==> config.mk <==
export PLATFORM = sky130hd
export DESIGN_NAME = alhd_front
export DESIGN_NICKNAME = d
export VERILOG_FILES = /design/src/hdl/alhd_pkg.sv /design/src/hdl/alhd_front.sv
export SDC_FILE = /design/constraint.sdc
export NUM_CORES = 1
export LEC_CHECK = 0
export CAP_MARGIN = 25
export CORE_ASPECT_RATIO = 1.5
export CORE_UTILIZATION = 40
export CTS_BUF_LIST = sky130_fd_sc_hd__clkbuf_4 sky130_fd_sc_hd__clkbuf_8 sky130_fd_sc_hd__clkbuf_16
export DETAILED_ROUTE_END_ITERATION = 6
export DONT_BUFFER_PORTS = 1
export GPL_ROUTABILITY_DRIVEN = 0
export GPL_TIMING_DRIVEN = 0
export PLACE_DENSITY_LB_ADDON = 0.15
export SYNTH_ARGS = -nofsm -noshare
export SYNTH_HDL_FRONTEND = slang
export SYNTH_SLANG_ARGS = --single-unit
==> constraint.sdc <==
create_clock -name clk -period 3.6 [get_ports clk]
set_clock_uncertainty 0.15 [all_clocks]
set_input_delay 0.9 -clock clk [delete_from_list [all_inputs] [get_ports clk]]
set_output_delay 0.9 -clock clk [all_outputs]
set_load 0.005 [all_outputs]
==> src/hdl/alhd_pkg.sv <==
// shared types and constants of the ambient light hysteresis filter
// no dependencies
package alhd_pkg;

    localparam int LUX_W      = 24;
    localparam int TS_W       = 32;
    localparam int CFG_IDX_W  = 3;
    localparam int CFG_DATA_W = 32;
    localparam int NUM_W      = 60;
    localparam int DEN_W      = 37;

    localparam logic [LUX_W-1:0] LUX_MAX = {LUX_W{1'b1}};

    localparam logic [CFG_IDX_W-1:0] CFG_MAX_LUX   = 3'd0;
    localparam logic [CFG_IDX_W-1:0] CFG_AMBIENT   = 3'd1;
    localparam logic [CFG_IDX_W-1:0] CFG_FAST      = 3'd2;
    localparam logic [CFG_IDX_W-1:0] CFG_INTERCEPT = 3'd3;
    localparam logic [CFG_IDX_W-1:0] CFG_RATIOS    = 3'd4;
    localparam logic [CFG_IDX_W-1:0] CFG_MIN_HYST  = 3'd5;
    localparam logic [CFG_IDX_W-1:0] CFG_DEBOUNCE  = 3'd6;
    localparam logic [CFG_IDX_W-1:0] CFG_WEIGHTED  = 3'd7;

    localparam logic FUNC_SAMPLE = 1'b0;
    localparam logic FUNC_TICK   = 1'b1;

    typedef struct packed {
        logic [LUX_W-1:0] max_lux;
        logic [15:0]      ambient;
        logic [15:0]      fast_h;
        logic [16:0]      intercept;
        logic [31:0]      ratios;
        logic [LUX_W-1:0] min_hyst;
        logic [31:0]      debounce;
        logic             weighted;
    } cfg_t;

    typedef struct packed {
        logic             func;
        logic [TS_W-1:0]  ts;
        logic [LUX_W-1:0] lux;
    } item_t;

endpackage

==> src/hdl/alhd_front.sv <==
// intake: configuration registers, lux clamp and queue fill
// depends on alhd_pkg
module alhd_front (
    input  logic                            clk,
    input  logic                            rst_n,
    input  logic                            s_axis_tvalid,
    output logic                            s_axis_tready,
    input  logic [55:0]                     s_axis_tdata,
    input  logic                            s_axis_tuser,
    input  logic                            cfg_valid,
    output logic                            cfg_ready,
    input  logic [alhd_pkg::CFG_IDX_W-1:0]  cfg_index,
    input  logic [alhd_pkg::CFG_DATA_W-1:0] cfg_data,
    output alhd_pkg::cfg_t                  cfg,
    output logic                            q_push,
    output alhd_pkg::item_t                 q_item,
    input  logic                            q_full
);
    import alhd_pkg::*;

    cfg_t             cfg_reg, cfg_next;
    logic [LUX_W-1:0] in_lux;

    assign cfg_ready     = 1'b1;
    assign cfg           = cfg_reg;
    assign s_axis_tready = !q_full;
    assign q_push        = s_axis_tvalid && !q_full;
    assign in_lux        = s_axis_tdata[55:32];

    always_comb
    begin
        q_item.func = s_axis_tuser;
        q_item.ts   = s_axis_tdata[31:0];
        q_item.lux  = (in_lux > cfg_reg.max_lux) ? cfg_reg.max_lux : in_lux;
    end

    always_comb
    begin
        cfg_next = cfg_reg;
        if (cfg_valid)
        begin
            unique case (cfg_index)
                CFG_MAX_LUX:   cfg_next.max_lux   = cfg_data[LUX_W-1:0];
                CFG_AMBIENT:   cfg_next.ambient   = cfg_data[15:0];
                CFG_FAST:      cfg_next.fast_h    = cfg_data[15:0];
                CFG_INTERCEPT: cfg_next.intercept = cfg_data[16:0];
                CFG_RATIOS:    cfg_next.ratios    = cfg_data;
                CFG_MIN_HYST:  cfg_next.min_hyst  = cfg_data[LUX_W-1:0];
                CFG_DEBOUNCE:  cfg_next.debounce  = cfg_data;
                CFG_WEIGHTED:  cfg_next.weighted  = cfg_data[0];
                default:       cfg_next = cfg_reg;
            endcase
        end
    end

    always_ff @(posedge clk or negedge rst_n)
    begin
        if (!rst_n)
        begin
            cfg_reg.max_lux   <= LUX_MAX;
            cfg_reg.ambient   <= 16'd10000;
            cfg_reg.fast_h    <= 16'd2000;
            cfg_reg.intercept <= 17'd10000;
            cfg_reg.ratios    <= 32'd26215219;
            cfg_reg.min_hyst  <= 24'd160;
            cfg_reg.debounce  <= 32'd262145000;
            cfg_reg.weighted  <= 1'b1;
        end
        else
        begin
            cfg_reg <= cfg_next;
        end
    end

endmodule

* Word level (Yosys, flattened, before mapping) *
Cells that the tools add are included.

operators by class
  magnitude comparators = 1
  eq/ne operators = 7
  multiplexer cells = 1
  reductions and logical operators = 11

operators with widths
  operator                                       number
  greater-than comparator 24 bit                 1
  two-way mux 24 bit                             1
  AND reduction 2 bit                            8
  == test 3 bit, second input constant           4
  == test 3 x 2 -> 1 bit, second input constant  2
  == test 3 x 1 -> 1 bit, second input constant  1
  zero test 3 bit                                1
  logical AND 1 bit                              1
  zero test 1 bit                                1

word-level totals
  register bits after elaboration = 162
  bits of input ports = 97
  output and inout port bits = 222
  logic and storage cells = 28

* Longest topological paths before layout *
  depth in word-level cells = 2
  mapped depth = 9
  depth with buffers taken out = 8

* Worst setup path before layout *
Ideal clock, no wire load.

  path kind = input-to-output
  start point = input s_axis_tdata[35]
  end point = output q_item[10] in the netlist's numbering
  data arrival time = 2616 ps
  required time = 2550 ps
  slack = -66 ps
  stages on the path = 8
  path buffers = 1
  cells stage by stage = ha_1 > and3_1 > a221o_1 > a21oi_2 > o211ai_2 > o21ai_2 > buf_8 > mux2_4

RTL lines
  element          RTL line          source
  start, declared  alhd_front.sv:8   input logic [55:0] s_axis_tdata,
  end, declared    alhd_front.sv:16  output alhd_pkg::item_t q_item,

==> qor.yml <==
status:
  status: "finished with violations"
  violations: "setup timing"
routing:
  vias: 4343
  drt_iter0_drc: 150
  highest_layer: "met4"
  met2WireLength_microns: 10540
  drt-total-wl_microns: 19150
  routedWlPerCell_microns: 24.36
  m1WireLength_microns: 6888
  dr.pass1.iters: 4
  ant_nets: 0
  route.detailed.drc: 0
  dr_wl_met3_microns: 1187
  via_per_inst: 5.525
sta:
  whs_ns: 0.04016
  setup_ws_ns: -0.2680
  fin_crit_sh_pct: 107.4
  setup_violations: 24
  hold_violations: 0
  min_period_ns: 3.868
  slew_viol_final: 0
  rsz0062_at_grt: "true"
  relSlewSlack_pct: 45.89
  tightest_slew_ns: 0.8117
  final.setup.tns_ns: -5.249
  max_freq_mhz: 258.5
hold_path:
  hp-class: "in -> async"
cells_and_area:
  stdcell_count: 786
  layout.nets: 677
  area_growth_pct: 16.09
  final_layout_size_suffix_gt1_share_pct: 59.75
  antenna_cells: 0
  largest_register_ffs: 162
  fin_util_pct: 47.43
floorplan:
  die_w_microns: 112.5
  pin_count: 319
  initial_utilization_pct: 40.86
  chipHeight_microns: 167.8
  coreArea_sq_um: 17940
  die_area_sq_um: 18880
  rows: 60
synthesis:
  synth.most_common_cell: "mux2_2"
  synth-edff-count: 0
  synth_top_area_share_pct: 33.45
  mappedNetlistArea_sq_um: 7331
  synth_top_area_cell: "dfrtp_1"
  synth.area.top_cells: "dfrtp_1, dfstp_2, mux2_2"
  synth_ff_type: "dfrtp_1"
  synth_fp_nets: 649
  async_flop_share_pct: 100.0
  netlist_instances: 528
  ys_types: 31
  yosysSeqAreaShare_pct: 56.39
  syn_avg_cell_area_sq_um: 13.88
  synth.top_cells.by_count: "mux2_2, dfrtp_1, dfstp_2"
  synth_seq_cells: 162
  ys_warn_count: 0
global_route:
  track_usage_pct: 20.94
  grt_pass1_wl_microns: 28970
  grt_max_degree: 163
  antenna_found_initial: 0
  grt_pass1_vias: 4714
  grt-ovfl-total: 0
place:
  io_buffers: 0
  placed_cells: 745
  pre_cts_ws_ns: -0.3198
  post-dp-hpwl_microns: 13830
setup_path:
  cp.required_ns: 2.55
  worst_path_max_delay_cell: "dfstp_2"
  worstReg2RegStart: "cfg[158]$_DFFE_PN1P_"
  startpoint: "cfg[158]$_DFFE_PN1P_"
  crit_path_max_fanout: 5
  max_stage_delay_ns: 0.60
  arrival_ns: 2.82
  setup.worst_path.end_class: "output pin"
  crit_path_frequent_cell: "buf_12"
  cp_cell_sequence: "inv_2, ha_4, nand4_4, nor4_4, nand2_2, o211ai_2, o21ai_4, buf_12, buf_12, mux2_4"
  worstSetupStartpointType: "flop"
  critical_path_class: "reg -> out"
power:
  peakVddDrop_mv: 0.3777
  p_per_area_nw_per_um2: 651.9
  cellLeakagePower_nw: 3.657
clocking:
  clock-root-buffer: "clkbuf_16"
  cts.sinks: 162
  clockBufferDepth: 2
  cts_tree: "done"
  clk_latency_ns: 0.42
  clk_pin_slew_worst_paths_ns: 0.07
  cts_buffers: 17
  cts_max_level: 4
job:
  maxCapViolations: 0
==> final timing paths <==
| check | to | slack [ns] | cells after the start |
|---|---|---|---|
| max in group asynchronous | cfg[41]$_DFFE_PN0P_ | 2.65 | 1 |
| hold reg to reg | cfg[54]$_DFFE_PN0P_ | 0.39 | 1 |
| min in group clk | cfg[54]$_DFFE_PN0P_ | 0.39 | 1 |
| setup reg to reg | cfg[158]$_DFFE_PN1P_ | 2.44 | 3 |
| setup / recovery | q_item[15] | -0.27 | 10 |
| hold / removal | cfg[101]$_DFFE_PN0P_ | 0.04 | 0 |
==> through the flow <==
stage | total power [W] | area, sq um
after floorplan | 0.003336 | 7338
after global placement | 0.003584 | 7610
after detailed placement | 0.003617 | 7610
after CTS | 0.005626 | 8467
after global routing | 0.005827 | 8511
final | 0.005548 | 8511
==> metal layers <==
| layer | GRT usage (%) | vias to the layer above |
|---|---|---|
| met5 | 0 | - |
| met4 | 8.522 | 0 |
| met3 | 5.328 | 30 |
| met2 | 38.81 | 227 |
| met1 | 22.48 | 2239 |
| li1 | - | 1847 |
==> power by group <==
part	switching [W]	leakage, nW	total [W]	internal [W]
clock network	0.000772	0.287	0.00182	0.00105
registers	0.000372	1.85	0.00271	0.00234
logic	0.000394	1.52	0.00101	0.000618
==> cells by family after synthesis <==
logic type / count (synthesis) / share of synthesized area [%]
multiplexers: 163 / 26.06
flip-flops: 162 / 56.39
buffers and inverters: 82 / 6.349
AND/OR/NAND/NOR: 51 / 3.635
AO/OA/AOI/OAI: 45 / 3.414
adder cells (fa/ha/maj): 24 / 4.096
other: 1 / 0.05115
==> cells in the final DEF (no fill, tap or decap), types with 3 or more instances in the layout <==
cell       instances
buf_12             4
buf_4             37
ha_1              13
inv_6              4
inv_1             18
nand4b_1           3
dfrtp_1           98
nor2_1             3
dfstp_2           64
clkbuf_1          13
buf_2              6
nand2_1           31
o21ai_0           28
mux2_2           139
clkbuf_16         17
ha_4              11
a21oi_1           10
inv_2              9
mux2_4            24
==> final cells by class <==
class / count / area (sq um)
fill: 1607 / 9432
sequential: 162 / 4134
multi-input combinational: 284 / 2914
clock buffer: 19 / 440.4
buffer: 54 / 354.1
tap: 217 / 271.5
clock inverter: 13 / 148.9
timing repair buffer: 10 / 146.4
inverter: 27 / 101.3
==> repair_timing <==
action | in CTS | in global routing
setup buffers | 6 | 1
endpoints found under the hold margin | 0 | 1
gates resized for setup | 28 | 8
pin swaps | 9 | 5
hold buffers | 0 | 2
endpoints found under the setup margin | 24 | 24
gates cloned | 2 | 0
==> worst max-delay path: cells and delay by family (launching register included) <==
family                     cells  cell delay, ns
buffers and inverters          3            0.35
and+or+nand+nor                3            0.53
AOI/OAI and AO/OA              2            0.34
adders and majority gates      1            0.27
DFF                            1            0.60
muxes                          1            0.30
(Power assumes the default switching activity.)
