[src/hdl/alhd_pkg.sv]
// shared types and constants of the ambient light hysteresis filter
// no dependencies
package alhd_pkg;

    localparam int LUX_W      = 24;
    localparam int TS_W       = 32;
    localparam int CFG_IDX_W  = 3;
    localparam int CFG_DATA_W = 32;
    localparam int NUM_W      = 60;
    localparam int DEN_W      = 37;

    localparam logic [LUX_W-1:0] LUX_MAX = {LUX_W{1'b1}};

    localparam logic [CFG_IDX_W-1:0] CFG_MAX_LUX   = 3'd0;
    localparam logic [CFG_IDX_W-1:0] CFG_AMBIENT   = 3'd1;
    localparam logic [CFG_IDX_W-1:0] CFG_FAST      = 3'd2;
    localparam logic [CFG_IDX_W-1:0] CFG_INTERCEPT = 3'd3;
    localparam logic [CFG_IDX_W-1:0] CFG_RATIOS    = 3'd4;
    localparam logic [CFG_IDX_W-1:0] CFG_MIN_HYST  = 3'd5;
    localparam logic [CFG_IDX_W-1:0] CFG_DEBOUNCE  = 3'd6;
    localparam logic [CFG_IDX_W-1:0] CFG_WEIGHTED  = 3'd7;

    localparam logic FUNC_SAMPLE = 1'b0;
    localparam logic FUNC_TICK   = 1'b1;

    typedef struct packed {
        logic [LUX_W-1:0] max_lux;
        logic [15:0]      ambient;
        logic [15:0]      fast_h;
        logic [16:0]      intercept;
        logic [31:0]      ratios;
        logic [LUX_W-1:0] min_hyst;
        logic [31:0]      debounce;
        logic             weighted;
    } cfg_t;

    typedef struct packed {
        logic             func;
        logic [TS_W-1:0]  ts;
        logic [LUX_W-1:0] lux;
    } item_t;

endpackage

[src/hdl/alhd_fifo.sv]
// two-entry queue between the intake and the filter engine
// depends on alhd_pkg
module alhd_fifo (
    input  logic           clk,
    input  logic           rst_n,
    input  logic           push,
    input  alhd_pkg::item_t push_item,
    output logic           full,
    input  logic           pop,
    output logic           empty,
    output alhd_pkg::item_t head
);
    import alhd_pkg::*;

    item_t       mem_reg [2];
    logic        wr_ptr_reg, wr_ptr_next;
    logic        rd_ptr_reg, rd_ptr_next;
    logic [1:0]  cnt_reg, cnt_next;

    assign full  = (cnt_reg == 2'd2);
    assign empty = (cnt_reg == 2'd0);
    assign head  = mem_reg[rd_ptr_reg];

    always_comb
    begin
        wr_ptr_next = wr_ptr_reg ^ push;
        rd_ptr_next = rd_ptr_reg ^ pop;
        cnt_next    = cnt_reg + {1'b0, push} - {1'b0, pop};
    end

    always_ff @(posedge clk or negedge rst_n)
    begin
        if (!rst_n)
        begin
            wr_ptr_reg <= 1'b0;
            rd_ptr_reg <= 1'b0;
            cnt_reg    <= 2'd0;
        end
        else
        begin
            wr_ptr_reg <= wr_ptr_next;
            rd_ptr_reg <= rd_ptr_next;
            cnt_reg    <= cnt_next;
        end
    end

    always_ff @(posedge clk)
    begin
        if (push)
        begin
            mem_reg[wr_ptr_reg] <= push_item;
        end
    end

endmodule

[config.mk]
export PLATFORM = sky130hd
export DESIGN_NAME = alhd_fifo
export DESIGN_NICKNAME = d
export VERILOG_FILES = /design/src/hdl/alhd_pkg.sv /design/src/hdl/alhd_fifo.sv
export SDC_FILE = /design/constraint.sdc
export NUM_CORES = 1
export LEC_CHECK = 0
export BUFFER_PORTS_ARGS = -buffer_cell sky130_fd_sc_hd__clkbuf_2
export CELL_PAD_IN_SITES_DETAIL_PLACEMENT = 1
export CELL_PAD_IN_SITES_GLOBAL_PLACEMENT = 2
export CORE_ASPECT_RATIO = 0.9
export CORE_UTILIZATION = 38
export DETAILED_ROUTE_END_ITERATION = 6
export PLACE_DENSITY_LB_ADDON = 0.12
export SLEW_MARGIN = 30
export SYNTH_ARGS = -nofsm -noshare
export SYNTH_HDL_FRONTEND = slang
export SYNTH_SLANG_ARGS = --single-unit
[constraint.sdc]
create_clock -name clk -period 3.3 [get_ports clk]
set_clock_uncertainty 0.1 [all_clocks]
set_input_delay 0.495 -clock clk [delete_from_list [all_inputs] [get_ports clk]]
set_output_delay 0.495 -clock clk [all_outputs]
set_load 0.005 [all_outputs]
# Word-level counts from Yosys, hierarchy flattened
# Memory sizes are Yosys's and may differ from the RTL's.
# Index checks and enable logic that the tools add are counted.
totals:
  reg_bits: 4
  mem_bits_rw: 114
  inputBits: 61
  output_inout_bits: 59
  elab_cells: 12
  memories: 1
classes:
  n_addsub: 2
  n_eq_ne: 1
  mux: 2
  n_bitwise: 2
  n_reduce_logical: 1
mem_list:
  columns: ["memory", "words", "word_bits", "read_ports", "rd_ports_with_merged_regs", "wr", "line_no", "source"]
  rows:
  - ["mem_reg", 2, 57, 1, 0, 1, "alhd_fifo.sv:15", "item_t mem_reg [2];"]
ops:
  columns: ["cell", "count"]
  rows:
  - ["adder 2 x 1 -> 2 bit", 1]
  - ["== test 2 bit, second input constant", 1]
  - ["logical NOT 2 bit", 1]
  - ["two-way mux 1 bit", 2]
  - ["subtractor 2 x 1 -> 2 bit", 1]
  - ["bitwise XOR 1 bit", 2]

# Depth between registers and ports, before layout
# Gate-level depths: netlist (run 1).
depth:
  word_depth: 2
  ltp_mapped: 5
  mapped_depth_nobuf: 5

# Worst setup path after synthesis (run 1)
# OpenSTA, ideal clock, no wires.
synth_timing:
  path_kind: "in2reg"
  start: "input push"
  end: "memory mem_reg[0][0] (netlist name), enable pin"
  setup_time_ns: 0.421
  arrival_ns: 1.890
  required_time_ns: 2.779
  setup_slack_ns: 0.889
  path_stages: 1
  path_buffers: 0
  cell_sequence: "ha_1"
synth_between:
  elab_chain_cells: 2
synth_rtl:
  columns: ["item", "line_no", "source"]
  rows:
  - ["start: declaration", "alhd_fifo.sv:6", "input logic push,"]
  - ["two-way mux 1 bit", "alhd_fifo.sv:49", "if (push)"]
  - ["two-way mux 1 bit (implied by the code)", "alhd_fifo.sv:51", "mem_reg[wr_ptr_reg] <= push_item;"]
  - ["end: declaration", "alhd_fifo.sv:15", null]
# Every way passes these cells.

==> results.yml, run 1 <==
timing:
  period_minus_slack_ps: 2570
  setup_viol: 0
  max_freq_mhz: 389
  slew_headroom: 0.621
  tightest_slew_ps: 569
  fin_setup_tns_ps: 0
  rsz0062_at_grt: "no"
  slew_violations: 0
  hold_viol: 0
  timing.final.crit_share: 0.778
worst_setup_path:
  worstPathArrival_ps: 1970
  required_ps: 2700
  rr_startpoint: "wr_ptr_reg$_DFF_PN0_"
  r2r_cells: 3
  critPathMaxFanout: 34
  criticalPathCategory: "flop to primary output"
  rrSetupSlack_ps: 1850
  reg2reg_to: "mem_reg[0][41]$_DFFE_PP_"
  setup.worst_path.end_class: "primary output"
  crit_path_start_kind: "flop"
clocking:
  postCtsSetupBuffers: 0
  clk_pin_slew_ps: 50
  root_buffer: "clkbuf_16"
  numClockSinks: 118
  numCtsBuffers: 17
  clock_path_buffers: 2
  clock_latency_ps: 400
  cts_htree_levels: 4
  cts_resized: 0
  cts_tree: "yes"
  postCtsHoldBufs: 1
hold_path:
  hp-class: "input pin to flop"
  hold-path-endpoint: "mem_reg[0][25]$_DFFE_PP_"
  hold_depth: 1
  hold_start: "push_item[25]"
drt:
  ant_nets: 0
  drtIter0Drc: 101
  wl_per_cell_um: 16.3
  via_per_inst: 4.58
  drt-pass1-iter-count: 4
  wl_mm: 8.05
  drc: 0
  vias: 2268
global_route:
  grt_pass1_vias: 2376
  grt_max_degree: 35
  grt_usage: 0.142
  antenna_found_initial: 0
  gr-total-overflow: 0
  grt_pass1_wl_mm: 12.3
final_layout:
  diodes: 0
  nets: 397
  final_util: 0.515
  drive_gt1_frac: 0.598
  syn_to_final_growth_pct: 29.3
  largest_reg_flops: 114
power_and_ir_drop:
  pwr-share-seq: 0.438
  irDropWorstVdd_v: 0.000406
  pwr-share-clk: 0.305
  pwr_density_cell_nw_per_um2: 852
  p_switching_mw: 1.24
  p_int_mw: 3.60
  swShare: 0.256
  pwr-share-comb: 0.256
  p_leak_nw: 2.27
run:
  cap_viol_max_count: 0
synthesis:
  synth_top_area_share: 0.779
  ys_seq_area_frac: 0.801
  synth_area_leaders: "edfxtp_1 (78%), mux2_2 (9.5%), mux2_4 (6.8%)"
  synthCells: 193
  ys_seq_elements: 118
  synth_nets: 258
  mappedNetlistArea_um2: 4400
  yosys.area.top_type: "edfxtp_1"
  avgSynthCellArea_um2: 22.8
  synth.distinct_cells: 12
  yosys_warnings: 0
floorplanning:
  core_um2: 11000
  rows: 36
  initial_core_util: 0.398
  die_y_um: 104
  ios: 120
  dieArea_um2: 12000
  die_x_um: 115
status:
  status: "completed"
place:
  dp_hpwl_mm: 5.38
  io_buffers: 119
  gp_congestion: 0.636
[worst max-delay path: stages, from the launching register on]
cell      delay (ps)
dfrtp_2          730
buf_12           310
mux2_2           380
clkbuf_2         120
[through the flow]
| step | hold WS, ps | total power, mW | std cells | setup WS (ps) | instance area (um^2) |
|---|---|---|---|---|---|
| after floorplan | 99.4 | 2.91 | 193 | 889 | 4400 |
| after global placement | 208 | 3.40 | 464 | 1140 | 5200 |
| after detailed placement | 212 | 3.44 | 464 | 1120 | 5200 |
| after CTS | 170 | 4.94 | 495 | 688 | 5690 |
| after global routing | 171 | 5.09 | 495 | 641 | 5690 |
| final | 185 | 4.84 | 495 | 732 | 5690 |
[cell type report]
class                   count  area [um^2]
well taps                 152          190
inverters                   4         15.0
clock buffers              20          437
multi-input cells          65          815
clock inverters            10         41.3
fillers                  1045         5350
repair buffers            126          663
flip-flops and latches    118         3520
[cells by family after synthesis]
family / share of synthesized area
adders and majority gates: 0.0114
xor gates and xnor gates: 0.00740
buffers and inverters: 0.0145
and+or+nand+nor: 0.00228
muxes: 0.163
DFF: 0.801
[cell usage after synthesis, drive strengths merged]
cell and n:
buf 6, dfrtp 4, edfxtp 114, ha 4
inv 4, mux2 57, nor2 1, nor2b 1
xor2 1, xor3 1
[metal layers]
| layer | track usage | wire length [um] |
|---|---|---|
| met5 | 0 | 0 |
| met4 | 0.0724 | 140 |
| met3 | 0.0548 | 671 |
| met2 | 0.231 | 4020 |
| met1 | 0.162 | 3220 |
[worst max-delay path by stage]
stage	slack, ps	depth (start not counted)	endpoint	from
5_1_grt	640	3	head[18]	rd_ptr_reg$_DFF_PN0_
4_1_cts	690	3	head[18]	rd_ptr_reg$_DFF_PN0_
3_3_place_gp	1140	3	head[18]	rd_ptr_reg$_DFF_PN0_
3_5_place_dp	1120	3	head[18]	rd_ptr_reg$_DFF_PN0_
6_report	730	3	head[18]	rd_ptr_reg$_DFF_PN0_
2_1_floorplan	890	1	mem_reg[0][0]$_DFFE_PP_	push
[power by group through the flow]
stage | clock (mW) | sequential (mW) | combinational [mW]
6_report | 1.48 | 2.12 | 1.24
2_1_floorplan | 0 | 2.09 | 0.825
4_1_cts | 1.53 | 2.13 | 1.28
3_3_place_gp | 0 | 2.14 | 1.27
5_1_grt | 1.58 | 2.15 | 1.35
3_5_place_dp | 0 | 2.16 | 1.28
[cell usage in the layout (no fill, tap or decap), drive strengths merged]
cell type	count
buf	6
clkbuf	139
clkinv	10
dfrtp	4
dlygate4sd3	1
edfxtp	114
ha	4
inv	4
mux2	57
nor2	1
nor2b	1
xor2	1
xor3	1
No activity file was read; power rests on OpenSTA's default activity.
==> run 2, diff against run 1 <==
CORE_UTILIZATION = 34   (was 38)
clock period = 2.1 ns   (was 3.3 ns; I/O delays follow)
==> results.yml, run 2 (synthesis results as in run 1) <==
status:
  status: "completed"
global_route:
  grt_usage: 0.137
  grt_max_degree: 34
  grt_pass1_vias: 2488
  antenna_found_initial: 0
  grt_pass1_wl_mm: 12.8
  gr-total-overflow: 0
timing:
  tightest_slew_ps: 349
  setup_viol: 0
  slew_violations: 0
  rsz0062_at_grt: "no"
  fin_setup_tns_ps: 0
  period_minus_slack_ps: 1950
  max_freq_mhz: 514
  hold_viol: 0
  timing.final.crit_share: 0.927
  slew_headroom: 0.768
clocking:
  cts_tree: "yes"
  clk_pin_slew_ps: 50
  root_buffer: "clkbuf_16"
  cts_resized: 0
  clock_latency_ps: 390
  numClockSinks: 118
  numCtsBuffers: 17
  clock_path_buffers: 2
  cts_htree_levels: 4
  postCtsSetupBuffers: 0
drt:
  vias: 2411
  drtIter0Drc: 91
  drc: 0
  drt-pass1-iter-count: 4
  wl_mm: 8.67
  wl_per_cell_um: 15.6
  ant_nets: 0
  via_per_inst: 4.33
place:
  dp.cells: 476
  dp_hpwl_mm: 5.41
  io_buffers: 119
  gp_congestion: 0.689
power_and_ir_drop:
  irDropWorstVdd_v: 0.000627
  p_leak_nw: 2.52
  swShare: 0.249
  pwr-share-seq: 0.398
  pwr-share-clk: 0.336
  pwr_density_cell_nw_per_um2: 1290
  p_int_mw: 6.15
  pwr-share-comb: 0.267
  p_switching_mw: 2.04
final_layout:
  largest_reg_flops: 114
  final_cell_mix: "clkbuf_2 (119), edfxtp_1 (114), dlygate4sd3_1 (51)"
  nets: 447
  diodes: 0
  drive_gt1_frac: 0.532
  register_area_um2: 3520
  final_common_cell: "clkbuf_2"
  nFillCells: 1195
  syn_to_final_growth_pct: 43.9
  multi_input_area_um2: 815
  stdcell_count: 557
  final_util: 0.501
floorplanning:
  initial_core_util: 0.348
  ios: 120
  die_x_um: 122
  rows: 39
  core_um2: 12600
  dieArea_um2: 13400
  die_y_um: 110
hold_path:
  hp-class: "input pin to flop"
worst_setup_path:
  criticalPathCategory: "flop to primary output"
  required_ps: 1680
  crit_chain: "buf_12 -> mux2_2 -> clkbuf_2"
  cp_slowest_cell: "dfrtp_2"
  crit_buf_inv: 2
  setup.worst_path.end_class: "primary output"
  critical-path-max-stage-delay_ps: 400
  crit_path_start_kind: "flop"
  crit_family: "flip-flops"
  worstPathArrival_ps: 1530
  critPathMaxFanout: 30
run:
  cap_viol_max_count: 0
## run 2: changes by cell type in the layout (fill, tap and decap cells not counted)
cell | before | now
buf_12 | 1 | 4
clkinv_2 | 3 | 1
dlygate4sd3_1 | 1 | 51
clkinvlp_4 | 0 | 3
buf_4 | 5 | 2
clkinv_1 | 7 | 6
clkbuf_1 | 3 | 0
bufinv_16 | 0 | 3
## run 2: cell type report
type,count,share of cell area
sequential,118,0.557
timing repair buffer,176,0.190
multi-input combinational,65,0.129
clock buffer,17,0.0672
tap,164,0.0324
clock inverter,13,0.0222
inverter,4,0.00237
## run 2: repair_timing
| action | in CTS | in global routing |
|---|---|---|
| endpoints found under the setup margin | 0 | 0 |
| endpoints found under the hold margin | 74 | 28 |
| hold buffers | 37 | 14 |
## run 2: worst paths after layout
path,startpoint,end,slack [ps],depth (start not counted)
worst max register to register,wr_ptr_reg$_DFF_PN0_,mem_reg[0][35]$_DFFE_PP_,680,3
worst min-delay path,push_item[55],mem_reg[1][55]$_DFFE_PP_,30,1
max in group asynchronous,rst_n,rd_ptr_reg$_DFF_PN0_,1600,2
worst min register to register,wr_ptr_reg$_DFF_PN0_,wr_ptr_reg$_DFF_PN0_,530,3
worst max-delay path,rd_ptr_reg$_DFF_PN0_,head[14],150,3
min in group asynchronous,rst_n,cnt_reg[1]$_DFF_PN0_,160,2
## run 2: per-stage QoR
stage | worst slack (ps) | power [mW] | hold WS, ps | instance area [um^2]
after floorplan | 368 | 4.57 | -80.6 | 4400
after global placement | 538 | 5.46 | 34.4 | 5250
after detailed placement | 541 | 5.49 | 34.6 | 5250
after CTS | 113 | 8.33 | 0.0186 | 6190
after global routing | 76.6 | 8.63 | 1.11 | 6330
final | 153 | 8.19 | 25.4 | 6330
## run 2: power groups by stage
| stage | clock network [mW] | registers, mW | logic (mW) |
|---|---|---|---|
| detailed placement | 0 | 3.31 | 2.18 |
| finish | 2.75 | 3.26 | 2.18 |
| CTS | 2.82 | 3.26 | 2.25 |
| global placement | 0 | 3.28 | 2.18 |
| floorplan | 0 | 3.27 | 1.30 |
| global route | 2.92 | 3.29 | 2.42 |
## run 2: layer usage
metal  up-vias  share of wire  GRT usage
li1       1141              -          -
met1      1183           0.45      0.164
met2        81           0.48      0.210
met3         6          0.063     0.0700
met4         0         0.0084     0.0503
met5         -              0          0
